File: src/hdl/iieu_pkg.sv
// Shared types and constants of the integer instruction execute unit.
// No dependencies; used by every module of the block.
package iieu_pkg;

  localparam int XLEN        = 32;
  localparam int REG_AW      = 5;
  localparam int LINE_FIELD_W = 14;

  localparam logic [3:0] ACT_ADD  = 4'd0;
  localparam logic [3:0] ACT_SUB  = 4'd1;
  localparam logic [3:0] ACT_MUL  = 4'd2;
  localparam logic [3:0] ACT_DIV  = 4'd3;
  localparam logic [3:0] ACT_ADDI = 4'd4;
  localparam logic [3:0] ACT_BEQ  = 4'd5;
  localparam logic [3:0] ACT_BNE  = 4'd6;
  localparam logic [3:0] ACT_J    = 4'd7;
  localparam logic [3:0] ACT_LW   = 4'd8;
  localparam logic [3:0] ACT_SW   = 4'd9;
  localparam logic [3:0] ACT_SLT  = 4'd10;
  localparam logic [3:0] ACT_LA   = 4'd11;
  localparam logic [3:0] ACT_JR   = 4'd12;

  localparam logic [1:0] FAULT_NONE  = 2'd0;
  localparam logic [1:0] FAULT_DIV0  = 2'd1;
  localparam logic [1:0] FAULT_RANGE = 2'd2;

  typedef enum logic [2:0] {
    ST_IDLE,
    ST_EXEC,
    ST_DIV,
    ST_MEM,
    ST_DONE
  } state_t;

  typedef struct packed {
    logic rd;
    logic wr;
  } mem_cmd_t;

endpackage

File: src/hdl/iieu_rf.sv
// Register file: 32 words, two registered read ports, one write port.
// Depends on iieu_pkg; entries read as zero until first written.
module iieu_rf (
  input  logic                             clk,
  input  logic                             rst,
  input  logic                             re,
  input  logic [iieu_pkg::REG_AW-1:0]      ra,
  input  logic [iieu_pkg::REG_AW-1:0]      rb,
  input  logic                             we,
  input  logic [iieu_pkg::REG_AW-1:0]      wa,
  input  logic [iieu_pkg::XLEN-1:0]        wd,
  output logic [iieu_pkg::XLEN-1:0]        rdata_a,
  output logic [iieu_pkg::XLEN-1:0]        rdata_b
);
  import iieu_pkg::*;

  localparam int DEPTH = 1 << REG_AW;

  logic [XLEN-1:0]  mem [DEPTH];
  logic [DEPTH-1:0] valid;

  always_ff @(posedge clk) begin
    if (rst) begin
      valid <= '0;
    end else if (we) begin
      valid[wa] <= 1'b1;
    end
  end

  always_ff @(posedge clk) begin
    if (we) begin
      mem[wa] <= wd;
    end
    if (re) begin
      rdata_a <= valid[ra] ? mem[ra] : '0;
      rdata_b <= valid[rb] ? mem[rb] : '0;
    end
  end

endmodule

File: config.mk
export PLATFORM = sky130hd
export DESIGN_NAME = iieu_rf
export DESIGN_NICKNAME = d
export VERILOG_FILES = /design/src/hdl/iieu_pkg.sv /design/src/hdl/iieu_rf.sv
export SDC_FILE = /design/constraint.sdc
export NUM_CORES = 2
export LEC_CHECK = 0
export CORE_UTILIZATION = 55
export CTS_BUF_LIST = sky130_fd_sc_hd__clkbuf_8 sky130_fd_sc_hd__clkbuf_16
export CTS_CLUSTER_SIZE = 40
export DETAILED_ROUTE_END_ITERATION = 12
export DONT_BUFFER_PORTS = 1
export PLACE_DENSITY_LB_ADDON = 0.2
export SLEW_MARGIN = 20
export SYNTH_ARGS = -nofsm -noshare
export SYNTH_HDL_FRONTEND = slang
export SYNTH_SLANG_ARGS = --single-unit
File: constraint.sdc
create_clock -name clk -period 5.7 [get_ports clk]
set_input_delay 0.57 -clock clk [delete_from_list [all_inputs] [get_ports clk]]
set_output_delay 0.57 -clock clk [all_outputs]
set_load 0.05 [all_outputs]
### Word-level counts from Yosys, hierarchy flattened

Memory sizes are Yosys's and may differ from the RTL's. A register that Yosys moved wholly into a read port is not among the register bits.
Index checks and enable logic that the tools add are counted.

| word-level totals | value |
|---|---|
| bits in registers | 32 |
| RAM bits | 1024 |
| input port bits | 51 |
| logic and storage cells | 18 |
| memories kept | 1 |

| operators by class | value |
|---|---|
| order comparisons | 4 |
| muxes and demuxes | 8 |
| bitwise operators | 1 |
| reduce and logical (&&, ||, !) cells | 3 |

Memory list:

| memory | depth | width | read ports | clocked after Yosys merged registers in | wr ports | RTL line | text |
|---|---|---|---|---|---|---|---|
| mem | 32 | 32 | 2 | 2 | 1 | iieu_rf.sv:19 | `logic [XLEN-1:0] mem [DEPTH];` |

Operators by type and width:

| kind | number |
|---|---|
| bitwise OR 32 bit | 1 |
| less-than comparator 5 x 6 -> 1 bit (second input constant) | 3 |
| binary-select mux 1 bit (select 5 bit) | 2 |
| demux 1 bit (select 5 bit) | 1 |
| >= comparator 5 x 1 -> 1 bit (second input constant) | 1 |
| two-way mux 1 bit | 5 |
| logical NOT 1 bit | 2 |
| logical AND 1 bit | 1 |

### Logic depth before layout (Yosys ltp)

| depth | value |
|---|---|
| word-level depth | 5 |
| mapped depth | 9 |
| gate-level depth less buffers | 5 |

### Worst setup path after synthesis

No wires, ideal clock.

| timing path | value |
|---|---|
| path type | input to register |
| from | input port wa[0] (netlist bit) |
| to | memory mem[12][0] (enable) |
| library setup time | 0.423 ns |
| data arrival time | 2.613 ns |
| setup slack | 2.664 ns |
| stages | 3 |
| buffers on the path | 1 |
| cell sequence | or3b_2 > clkbuf_1 > nor2_1 |

RTL lines:

| element | RTL line | text |
|---|---|---|
| start: declaration | iieu_rf.sv:10 | `input logic [iieu_pkg::REG_AW-1:0] wa,` |
| end: declaration | iieu_rf.sv:19 |  |

Straight into the memory's write port.

### Worst setup path after layout

| timing path | value |
|---|---|
| from | input port ra[0] (netlist bit) |
| to | register rdata_a[25] (netlist bit), read port of mem (data pin) |

| between the ends | value |
|---|---|
| word-level cells in the longest chain between the ends | 3 |

RTL lines:

| element | RTL line | text |
|---|---|---|
| start: declaration | iieu_rf.sv:7 | `input logic [iieu_pkg::REG_AW-1:0] ra,` |
| binary-select mux 1 bit (select 5 bit) | iieu_rf.sv:35 | `rdata_a <= valid[ra] ? mem[ra] : '0;` |
| two-way mux 1 bit (not written as such) | iieu_rf.sv:35 |  |
| logical NOT 1 bit (no source line) | n/a |  |
| end: declaration | iieu_rf.sv:12 | `output logic [iieu_pkg::XLEN-1:0] rdata_a,` |

Several ways; a longest one is shown, not always the timed one. The select of a mux whose other input is x is not followed.
A chain may end at the register's enable or synchronous reset.

==> key figures <==
Run status
  – Status: finished with violations
  – Failing checks: max-slew violations

Placement
  – DP Cell Count: ~4100
  – I/O Buffers: 0
  – Routability congestion estimate: about 0.83
  – Post-DP HPWL: 81500 µm

Global routing
  – Vias in the first global route: approximately 33000
  – Largest net degree at the start of global routing: 392
  – GRT met1 Usage: 46.1%
  – First-pass GRT wire length: 227000 µm
  – GR peak layer: met2
  – Met2 usage: between 50 and 60%
  – Initial antenna violation count: 8
  – M3 GR Usage: 9.15%
  – Gr usage total: 33.7%
  – Grt ovf: 0

Synth
  – Syn nets: between 3000 and 4000
  – Mapped Cells: 3075
  – Synth warnings: 0
  – Avg Cell Area, Syn: 16.8 µm²
  – Adder-cell share of the synthesized area: 0%
  – Mux cell area share after synthesis: 21.8%
  – Largest family of logic cells by synthesized area: multiplexers
  – Post-Syn Area: approximately 52000 µm²
  – Compound-Gate Fraction of Synth Area: 7.25%
  – Post-synthesis simple-gate area fraction: 3.58%
  – Register area share after synthesis: between 60% and 70%
  – Post-synthesis xor/xnor area fraction: 0%
  – Post-synthesis cell type count: 33
  – #FFs+latches synth: roughly 1100

Detailed routing
  – Final wirelength: between 150000 and 200000 µm
  – Detailed Routing Iterations Pass 1: 6
  – Vias: 32160
  – DRC: 0
  – Routed Antenna Nets: 0
  – WL per Instance: 36.4 µm
  – Drt initial violations: 4555
  – Vias per cell: 7.34

Timing
  – Endpoints failing setup: 0
  – Slew Limit Fails: 81
  – Slew @ Worst Pin: 1.63 ns
  – Unrepaired setup endpoints after global routing: false
  – Hold slack final: 0.145 ns
  – Highest Clock Rate: 0.269 GHz
  – Setup TNS after final layout: 0 ns
  – Clk_skew: roughly 0.021 ns
  – Final min period: 3.71 ns
  – Final hold vios: 0
  – Slew headroom: -8.85%
  – Final period util: 65.2%

Finish
  – Non-Filler Instances: around 4400
  – # nets final: 3082
  – Layout cells sized above 1: 18.0%
  – Area Overhead vs Synth: 10.0%

Setup path
  – CP arrival: about 4.2 ns
  – Crit-path cells: mux4_2 > o211ai_1 > nand4_1 > buf_4 > and3_1
  – Worst Path Required: slightly above 6 ns
  – CP Class: in2reg
  – CP max stage delay: 1.00 ns
  – Slowest-stage cell, CP: mux4_2
  – Maximum fanout along the worst path: a little under 400
  – Critical path launch point type: input port
  – Crit path capture type: register
  – CP top delay family: simple AND/OR/NAND/NOR gates
  – Critical path buffer and inverter count: 1

Floorplan
  – Rows: 112
  – IO Count: between 100 and 150
  – Initial Utilization: 55.5%
  – Die H: roughly 310 µm
  – Die X: 309 µm
  – Die area: 95200 µm²
  – Placeable Area: between 90000 and 100000 µm²

CTS
  – Clk Latency, worst-skew pair: 0.71 ns
  – Clock root cell: clkbuf_16
  – Post-CTS Setup Inserts: 0
  – Post-cts resize count: 0
  – TritonCTS clock tree: yes
  – Clock tree buffer depth: 3
  – Reg clk slew, reported paths: 0.06 ns
  – Hold buffer count at CTS: 35
  – Total CTS buffers: between 100 and 150
  – CTS sink cnt: 1120
  – H-Tree Depth: 3

Power
  – IR drop worst, VDD: between 200 and 300 µV
  – Leak pwr: 19.1 nW
  – Power density over the cells: 320 nW/µm²

Min path
  – HP Class: in2reg

Flow run
  – Max-capacitance violation count: 0
## where the power goes
group          total (mW)  internal [mW]  switching (mW)  leakage, nW
Sequential           9.36           9.16           0.192         10.1
Combinational        1.12          0.505           0.619         7.01
Clock                7.71           4.48            3.22         1.95
## synthesized netlist by cell type, drive strengths merged
master / n / area, µm²
a21oi: 64 / 320
a221oi: 256 / 2240
a22oi: 64 / 480
a311oi: 4 / 35.0
and2: 2 / 12.5
and3: 64 / 400
buf: 146 / 1060
clkbuf: 106 / 409
dfxtp: 32 / 641
edfxtp: 1088 / 32700
inv: 4 / 15.0
mux2: 4 / 45.0
mux2i: 520 / 5200
mux4: 268 / 6040
nand2: 3 / 11.3
nand2b: 2 / 12.5
nand3: 70 / 350
nand3b: 7 / 52.6
nand4: 2 / 12.5
nor2: 165 / 619
nor2b: 4 / 25.0
nor3: 64 / 320
o211ai: 4 / 30.0
o21ai: 128 / 641
or3: 1 / 6.26
or3b: 3 / 26.3
## cell usage in the layout (no fill, tap or decap), types with 2 or more instances in the layout
cell type      count
and2_4             2
dlygate4sd3_1     15
o21ai_0          108
a21oi_1           64
buf_16             5
clkinv_8           2
nor2_4            34
nor2_1           131
diode_2            2
and3_1            64
nor2b_4            4
nand2b_2           2
nand3b_1           7
buf_4             50
buf_12            10
clkinvlp_4         7
o21ai_1           20
clkbuf_16        119
a311oi_1           4
bufinv_16         16
a22oi_1           64
dfxtp_1           32
nand2_1            3
nand4_1            2
clkinv_1          27
inv_1             20
buf_2             11
a221oi_1         256
mux2_2             4
mux4_2           268
nand3_1           70
or3b_2             3
o211ai_1           4
clkinv_2          24
edfxtp_1        1088
nor3_1            64
mux2i_1          520
## metrics by stage
step / util (%) / total power, mW / worst slack, ns / area, µm²
2_1_floorplan: - / 10.4 / 2.66 / 51700
3_3_place_gp: 56.3 / 10.4 / 2.19 / 52500
3_5_place_dp: 56.4 / 10.5 / 2.09 / 52500
4_1_cts: 61.0 / 18.2 / 2.58 / 56800
5_1_grt: 61.0 / 18.6 / 2.55 / 56800
6_report: 61.0 / 18.2 / 1.99 / 56900
## area by class of cell
cell class / instances / area [µm²]
tap: 1254 / 1570
clock inverter: 94 / 873
inverter: 4 / 17.5
antenna: 2 / 5.00
sequential: 1120 / 33300
fill: 6706 / 36300
timing repair buffer: 91 / 918
clock buffer: 119 / 2980
multi-input combinational: 1699 / 17200
## flip-flops by register name, indices dropped and copies added (netlist names)
register,cells
mem,1024
rdata_b,32
valid,32
rdata_a,32
## worst reg2reg max path, cell delays in order, from the launching register on
cell,delay [ns]
dfxtp_1,0.33
mux4_2,0.46
mux2_2,0.28
nand3_1,0.09
nand4_1,0.85
buf_4,0.63
and3_1,0.23
## per-layer routing
metal | routed length (µm) | part of all wire [%] | vias up
li1 | - | - | 12815
met3 | 21400 | 13 | 490
met1 | 58100 | 36 | 16533
met2 | 72800 | 46 | 2314
met5 | 56 | 0.035 | -
met4 | 7210 | 4.5 | 8
## cells by family (layout without fill, tap and decap cells)
group / Yosys count / count (layout)
other: 0 / 2
buffers and inverters: 256 / 308
AND/OR/NAND/NOR: 387 / 387
flip-flops: 1120 / 1120
AO/OA/AOI/OAI: 520 / 520
multiplexers: 792 / 792
## worst paths after layout
kind / from / endpoint / slack (ns) / cells after the start
worst min register to register: valid[5] / valid[5] / 0.50 / 2
worst max-delay path: ra[0] / rdata_a[25] / 1.99 / 5
worst min-delay path: rst / valid[28] / 0.15 / 2
worst max register to register: valid[19] / rdata_a[25] / 2.58 / 6
Note: power is estimated with default switching activity, not from simulation.
