--- config.mk ---
export PLATFORM = sky130hd
export DESIGN_NAME = iieu_div
export DESIGN_NICKNAME = d
export VERILOG_FILES = /design/src/hdl/iieu_pkg.sv /design/src/hdl/iieu_div.sv
export SDC_FILE = /design/constraint.sdc
export NUM_CORES = 1
export LEC_CHECK = 0
export ABC_CLOCK_PERIOD_IN_PS = 4800
export BUFFER_PORTS_ARGS = -buffer_cell sky130_fd_sc_hd__buf_4
export CAP_MARGIN = 20
export CORE_ASPECT_RATIO = 0.5
export CORE_MARGIN = 10
export CORE_UTILIZATION = 35
export DETAILED_ROUTE_END_ITERATION = 16
export PLACE_DENSITY = 0.63
export REMOVE_ABC_BUFFERS = 1
export SYNTH_ARGS = -nofsm -noshare
export SYNTH_HDL_FRONTEND = slang
export SYNTH_SLANG_ARGS = --single-unit
--- constraint.sdc ---
create_clock -name clk -period 4.8 [get_ports clk]
set_clock_uncertainty 0.2 [all_clocks]
set_input_delay 0.48 -clock clk [delete_from_list [all_inputs] [get_ports clk]]
set_output_delay 0.48 -clock clk [all_outputs]
set_load 0.01 [all_outputs]
--- src/hdl/iieu_pkg.sv ---
// Shared types and constants of the integer instruction execute unit.
// No dependencies; used by every module of the block.
package iieu_pkg;

  localparam int XLEN        = 32;
  localparam int REG_AW      = 5;
  localparam int LINE_FIELD_W = 14;

  localparam logic [3:0] ACT_ADD  = 4'd0;
  localparam logic [3:0] ACT_SUB  = 4'd1;
  localparam logic [3:0] ACT_MUL  = 4'd2;
  localparam logic [3:0] ACT_DIV  = 4'd3;
  localparam logic [3:0] ACT_ADDI = 4'd4;
  localparam logic [3:0] ACT_BEQ  = 4'd5;
  localparam logic [3:0] ACT_BNE  = 4'd6;
  localparam logic [3:0] ACT_J    = 4'd7;
  localparam logic [3:0] ACT_LW   = 4'd8;
  localparam logic [3:0] ACT_SW   = 4'd9;
  localparam logic [3:0] ACT_SLT  = 4'd10;
  localparam logic [3:0] ACT_LA   = 4'd11;
  localparam logic [3:0] ACT_JR   = 4'd12;

  localparam logic [1:0] FAULT_NONE  = 2'd0;
  localparam logic [1:0] FAULT_DIV0  = 2'd1;
  localparam logic [1:0] FAULT_RANGE = 2'd2;

  typedef enum logic [2:0] {
    ST_IDLE,
    ST_EXEC,
    ST_DIV,
    ST_MEM,
    ST_DONE
  } state_t;

  typedef struct packed {
    logic rd;
    logic wr;
  } mem_cmd_t;

endpackage

--- src/hdl/iieu_div.sv ---
// Iterative signed divider, one quotient bit per cycle, truncating toward zero.
// Depends on iieu_pkg.
module iieu_div (
  input  logic                           clk,
  input  logic                           rst,
  input  logic                           start,
  input  logic signed [iieu_pkg::XLEN-1:0] dividend,
  input  logic signed [iieu_pkg::XLEN-1:0] divisor,
  output logic                           done,
  output logic        [iieu_pkg::XLEN-1:0] quotient
);
  import iieu_pkg::*;

  localparam int CW = $clog2(XLEN);

  logic            busy;
  logic [CW-1:0]   cnt;
  logic            neg;
  logic [XLEN-1:0] rem;
  logic [XLEN-1:0] quo;
  logic [XLEN-1:0] dvs;
  logic [XLEN-1:0] mag_a;
  logic [XLEN-1:0] mag_b;
  logic [XLEN-1:0] rem_sh;
  logic [XLEN:0]   trial;

  always_comb begin
    mag_a  = dividend[XLEN-1] ? XLEN'(-dividend) : dividend;
    mag_b  = divisor[XLEN-1]  ? XLEN'(-divisor)  : divisor;
    rem_sh = {rem[XLEN-2:0], quo[XLEN-1]};
    trial  = {1'b0, rem_sh} - {1'b0, dvs};
  end

  always_ff @(posedge clk) begin
    if (rst) begin
      busy <= 1'b0;
      done <= 1'b0;
      cnt  <= '0;
    end else begin
      done <= 1'b0;
      if (start) begin
        busy <= 1'b1;
        cnt  <= '0;
      end else if (busy) begin
        cnt <= cnt + CW'(1);
        if (cnt == CW'(XLEN - 1)) begin
          busy <= 1'b0;
          done <= 1'b1;
        end
      end
    end
  end

  always_ff @(posedge clk) begin
    if (start) begin
      neg <= dividend[XLEN-1] ^ divisor[XLEN-1];
      rem <= '0;
      quo <= mag_a;
      dvs <= mag_b;
    end else if (busy) begin
      if (!trial[XLEN]) begin
        rem <= trial[XLEN-1:0];
        quo <= {quo[XLEN-2:0], 1'b1};
      end else begin
        rem <= rem_sh;
        quo <= {quo[XLEN-2:0], 1'b0};
      end
    end
  end

  assign quotient = neg ? XLEN'(-quo) : quo;

endmodule

# [After elaboration in Yosys (flattened, before gate mapping)]
# Cells that the tools add are included.
[op_classes] addsub=5 eq_ne=1 muxes=11 bitwise=2 n_reduce_logical=3
[op_table] operator="two-way mux 32 bit" n=4
[op_table] operator="negation 32 bit" n=3
[op_table] operator="two-way mux 31 bit" n=2
[op_table] operator="subtractor 32 x 32 -> 33 bit" n=1
[op_table] operator="adder 5 x 1 -> 5 bit, second input constant" n=1
[op_table] operator="equality test 5 bit, second input constant" n=1
[op_table] operator="two-way mux 1 bit" n=5
[op_table] operator="OR reduction 3 bit" n=1
[op_table] operator="nonzero test 2 bit" n=1
[op_table] operator="OR reduction 2 bit" n=1
[op_table] operator="NOT 1 bit" n=1
[op_table] operator="XOR 1 bit" n=1
[totals] reg_bits=103 output_inout_bits=33 elab_cells=30

# [Logic depth before layout (Yosys ltp)]
[logic_depth] depth_word=4 ltp_mapped=13 mapped_depth_nobuf=12

# [Least setup slack after synthesis]
# Ideal clock, no wire load.
[synth_timing] path_type="register to output" startpoint="reg quo[4]" endpoint="out quotient[29] in the netlist's numbering" t_arrival_ns=2.587 t_required_ns=4.120 setup_slack_ns=1.533 path_stages_with_launch=9 path_cell_list="edfxtp_1 or3_4 nor3_4 nand4_2 or4_4 or3_4 or2_4 o41ai_4 xnor2_1"
[synth_via] elab_chain_cells=2
[synth_lines] item="from (decl)" line_no="iieu_div.sv:20" text="logic [XLEN-1:0] quo;"
[synth_lines] item="from (signal assigned)" line_no="iieu_div.sv:58" text="quo <= mag_a;"
[synth_lines] item="from (signal assigned)" line_no="iieu_div.sv:63" text="quo <= {quo[XLEN-2:0], 1'b1};"
[synth_lines] item="from (signal assigned)" line_no="iieu_div.sv:66" text="quo <= {quo[XLEN-2:0], 1'b0};"
[synth_lines] item="negation 32 bit" line_no="iieu_div.sv:71" text="assign quotient = neg ? XLEN'(-quo) : quo;"
[synth_lines] item="two-way mux 32 bit" line_no="iieu_div.sv:71"
[synth_lines] item="to (decl)" line_no="iieu_div.sv:10" text="output logic [iieu_pkg::XLEN-1:0] quotient"
# Every way passes these cells.

# [Worst setup path after layout]
[layout_timing] startpoint="reg quo[31]" endpoint="reg rem[9]"
[layout_via] elab_chain_cells=2
[layout_lines] item="subtractor 32 x 32 -> 33 bit" line_no="iieu_div.sv:31" text="trial = {1'b0, rem_sh} - {1'b0, dvs};"
[layout_lines] item="two-way mux 31 bit" line_no="iieu_div.sv:61" text="if (!trial[XLEN]) begin"
[layout_lines] item="to (signal assigned)" line_no="iieu_div.sv:62" text="rem <= trial[XLEN-1:0];"
[layout_lines] item="to (signal assigned)" line_no="iieu_div.sv:65" text="rem <= rem_sh;"
[layout_lines] item="to (decl)" line_no="iieu_div.sv:19" text="logic [XLEN-1:0] rem;"
# Every way passes these cells.
# A chain may end at the register's enable or synchronous reset.

==> impl_metrics.csv <==
group,metric,value,unit
clock_tree,postCtsResizedCells,0,
global_routing,grt.overflow.total,0,
layout,diodes,0,
clock_tree,cts_tree,"built",
route,maxUsedRoutingLayer,"met4",
synth,syn_avg_cell_area,8.773,sq um
global_routing,grt_pass1_wl,31.59,mm
clock_tree,cts_setup_buffers,0,
power,p_clk_share,30.0,%
synth,yosys.cell_types.count,63,
timing,fin_tns_setup,0,ns
critical_path,crit_path_end_kind,"flop",
critical_path,r2r-end,"rem[9]$_SDFFE_PP0P_",
clock_tree,hold_buffers,0,
floorplan,dieHeight,123.7,microns
floorplan,fp.dieW,227.4,microns
route,wl_met3,713,microns
critical_path,criticalPathCategory,"flop to flop",
clock_tree,cts_made_buffers,9,
run,cap_violations,0,
global_routing,grt_pass1_vias,6465,
synth,synth_edf_count,65,
placement,io_buffers,99,
synth,postSynthCellCount,858,
route,wl_met1,8.767,mm
route,ant_nets,0,
timing,finalMaxSlewViolations,0,
critical_path,required,4.82,ns
global_routing,groute.usage.overall,13.59,%
layout,drive_above_1_share,14.59,%
power,power.density,299.4,nW/um^2
placement,dp.cells,1203,
synth,yosysTopAreaCell,"edfxtp_1",
critical_path,cp.arrival,3.99,ns
critical_path,critPathMaxFanout,18,
route,wl_per_cell,15.99,microns
synth,synthFlopType,"edfxtp_1",
critical_path,reg2regPathDepth,13,
timing,hold_violations,0,
min_path,min_to,"dvs[0]$_DFFE_PP_",
power,irDropWorstVdd,0.1837,mV
route,vias,6559,
synth,yosysTopAreaCellShare,25.93,%
layout,n_fill_cell,2081,
layout,nets,1046,
critical_path,reg2reg_setup_slack,0.83,ns
power,p_switching,0.8180,mW
min_path,hold_depth,1,
route,dr.pass1.iters,6,
synth,synthTopCellsByCount,"92 x nand2_1, 71 x nor2_1, 71 x xnor2_1",
layout,areaGrowthSynthToFinish,17.39,%
global_routing,grt_max_degree,73,
route,avgViaCountPerCell,5.381,
floorplan,floorplan.die_area,28130,sq um
synth,ys_seq_area_share,36.04,%
critical_path,worstSetupStartpointType,"flop",
route,wl_met2,9.787,mm
route,drt_iter0_markers,412,
route,postRouteWirelength,19.49,mm
clock_tree,root_buffer,"clkbuf_16",
critical_path,r2r-start,"quo[31]$_DFFE_PP_",
clock_tree,cts.sinks,103,
timing,fin_ws,0.8268,ns
synth,synth_area,7527,sq um
timing,relSlewSlack,32.32,%
layout,finalNonFillerCells,1219,
floorplan,ios,100,
power,internal_power,1.827,mW
route,drc,0,
clock_tree,clock_latency,0.35,ns
clock_tree,htree_num_levels,3,
floorplan,num_rows,37,
clock_tree,clk_pin_slew,0.07,ns
power,comb_power_share,28.1,%
floorplan,start_util,36.13,%
min_path,hp-start,"divisor[0]",
floorplan,core,20830,sq um
synth,synth-seq-cells,103,
clock_tree,cts_max_path_buffers,2,
synth,ys_warn_count,0,
global_routing,antenna_found_initial,0,
timing,max_clock_freq,0.2517,GHz
power,seq_power_share,41.9,%
timing,setup_viol,0,
placement,place_congestion,0.8824,
synth,synth_most_common_cell,"nand2_1",
outcome,outcome,"finished clean",
layout,fin_util,42.41,%
timing,min_period,3.973,ns
power,p_leak,3.442,nW
min_path,worst_hold_path_type,"input pin to flop",
power,swShare,30.93,%
synth,synthTopCellsByArea,"edfxtp_1 26%, dfxtp_1 10%, xnor2_1 8.3%",
timing,rsz0062_at_grt,"false",
timing,tightest_slew,1.015,ns
placement,dp_hpwl,14.65,mm
placement,post-place-ws,0.8278,ns
timing,fin_crit_sh,82.77,%
synth,synthArstFlopShare,0,%
critical path: stages, from the launching register on:
cell       delay [ns]
edfxtp_1         0.39
inv_1            0.06
ha_1             0.22
fa_1             0.39
nand2b_1         0.20
a21oi_1          0.27
o211ai_1         0.18
a21o_1           0.19
o211ai_1         0.35
o31a_1           0.30
a311o_1          0.39
buf_4            0.30
nor3b_1          0.07
a2111oi_0        0.35
metal layers:
metal  vias to the layer above  GRT usage (%)
met5                         -              0
li1                       3297              -
met2                       131          24.87
met1                      3116          16.22
met3                        15          2.628
met4                         0          3.393
worst max path at each step:
| stage | start | to | slack, ns | cells after the start |
|---|---|---|---|---|
| after floorplan | quo[31]$_DFFE_PP_ | rem[9]$_SDFFE_PP0P_ | 1.31 | 12 |
| after global placement | quo[31]$_DFFE_PP_ | rem[9]$_SDFFE_PP0P_ | 1.00 | 13 |
| after detailed placement | quo[31]$_DFFE_PP_ | rem[9]$_SDFFE_PP0P_ | 0.83 | 13 |
| after CTS | quo[4]$_DFFE_PP_ | quotient[28] | 0.81 | 8 |
| after global routing | quo[31]$_DFFE_PP_ | rem[9]$_SDFFE_PP0P_ | 0.51 | 13 |
| final | quo[31]$_DFFE_PP_ | rem[9]$_SDFFE_PP0P_ | 0.83 | 13 |
state kept, by name, indices dropped and copies added, names as in the netlist:
signal  flops
dvs        32
cnt         5
neg         1
quo        32
rem        31
done        1
busy        1
cell families after synthesis:
family,after synthesis,share of synthesized area [%]
flip-flops,103,36.04
multiplexers,3,0.3990
AO/OA/AOI/OAI,235,21.06
AND/OR/NAND/NOR,279,18.27
XOR/XNOR,115,13.38
adder cells (fa/ha/maj),38,6.416
buffers and inverters,85,4.438
power by group through the flow:
stage	Clock [mW]	Sequential [mW]	Combinational, mW
3_3_place_gp	0	1.12	0.735
3_5_place_dp	0	1.13	0.743
2_1_floorplan	0	1.11	0.452
5_1_grt	0.838	1.12	0.827
4_1_cts	0.810	1.11	0.747
6_report	0.794	1.11	0.743
layout by cell type, fill, tap and decap left out, types with 3 or more instances in the layout:
| cell type | synthesis | layout |
|---|---|---|
| buf_4 | 3 | 106 |
| nand2_1 | 92 | 92 |
| nor2_1 | 71 | 71 |
| xnor2_1 | 71 | 71 |
| edfxtp_1 | 65 | 65 |
| a21oi_1 | 63 | 63 |
| o21ai_0 | 52 | 52 |
| inv_1 | 51 | 51 |
| xor2_1 | 44 | 44 |
| dfxtp_1 | 38 | 38 |
| ha_1 | 37 | 37 |
| nand3_1 | 29 | 29 |
| o31ai_1 | 26 | 26 |
| o41ai_1 | 16 | 16 |
| a311oi_1 | 16 | 16 |
| nand2b_1 | 14 | 14 |
| nor3_1 | 14 | 14 |
| a21o_1 | 10 | 10 |
| or3_1 | 9 | 9 |
| clkbuf_16 | 0 | 9 |
| o211ai_1 | 8 | 8 |
| nor4_1 | 7 | 7 |
| or4_1 | 7 | 7 |
| nor2b_1 | 7 | 7 |
| nand4_1 | 6 | 6 |
| o21a_1 | 6 | 6 |
| o311ai_0 | 6 | 6 |
| and3_1 | 5 | 5 |
| a32oi_1 | 5 | 5 |
| a31oi_1 | 4 | 4 |
| or3_4 | 3 | 3 |
| a21boi_0 | 3 | 3 |
| mux2i_1 | 3 | 3 |
| o31a_1 | 3 | 3 |
| or4_4 | 3 | 3 |
| a211oi_1 | 3 | 3 |
final cells by class:
cell class | count | area (sq um) | area share [%]
multi-input cells | 670 | 4481 | 50.71
well taps | 273 | 341.6 | 3.866
flip-flops and latches | 103 | 2713 | 30.70
clock buffers | 10 | 229.0 | 2.591
inverters | 51 | 191.4 | 2.167
clock inverters | 6 | 85.08 | 0.9629
repair buffers | 106 | 795.8 | 9.006
through the flow:
stage	area (sq um)	hold WS, ns	total power, mW
4_1_cts	8836	0.1468	2.665
2_1_floorplan	7385	0.2318	1.565
6_report	8836	0.1513	2.645
3_3_place_gp	8522	0.2472	1.859
5_1_grt	8836	0.1403	2.784
3_5_place_dp	8522	0.2605	1.870
No activity file was read; power rests on OpenSTA's default activity.
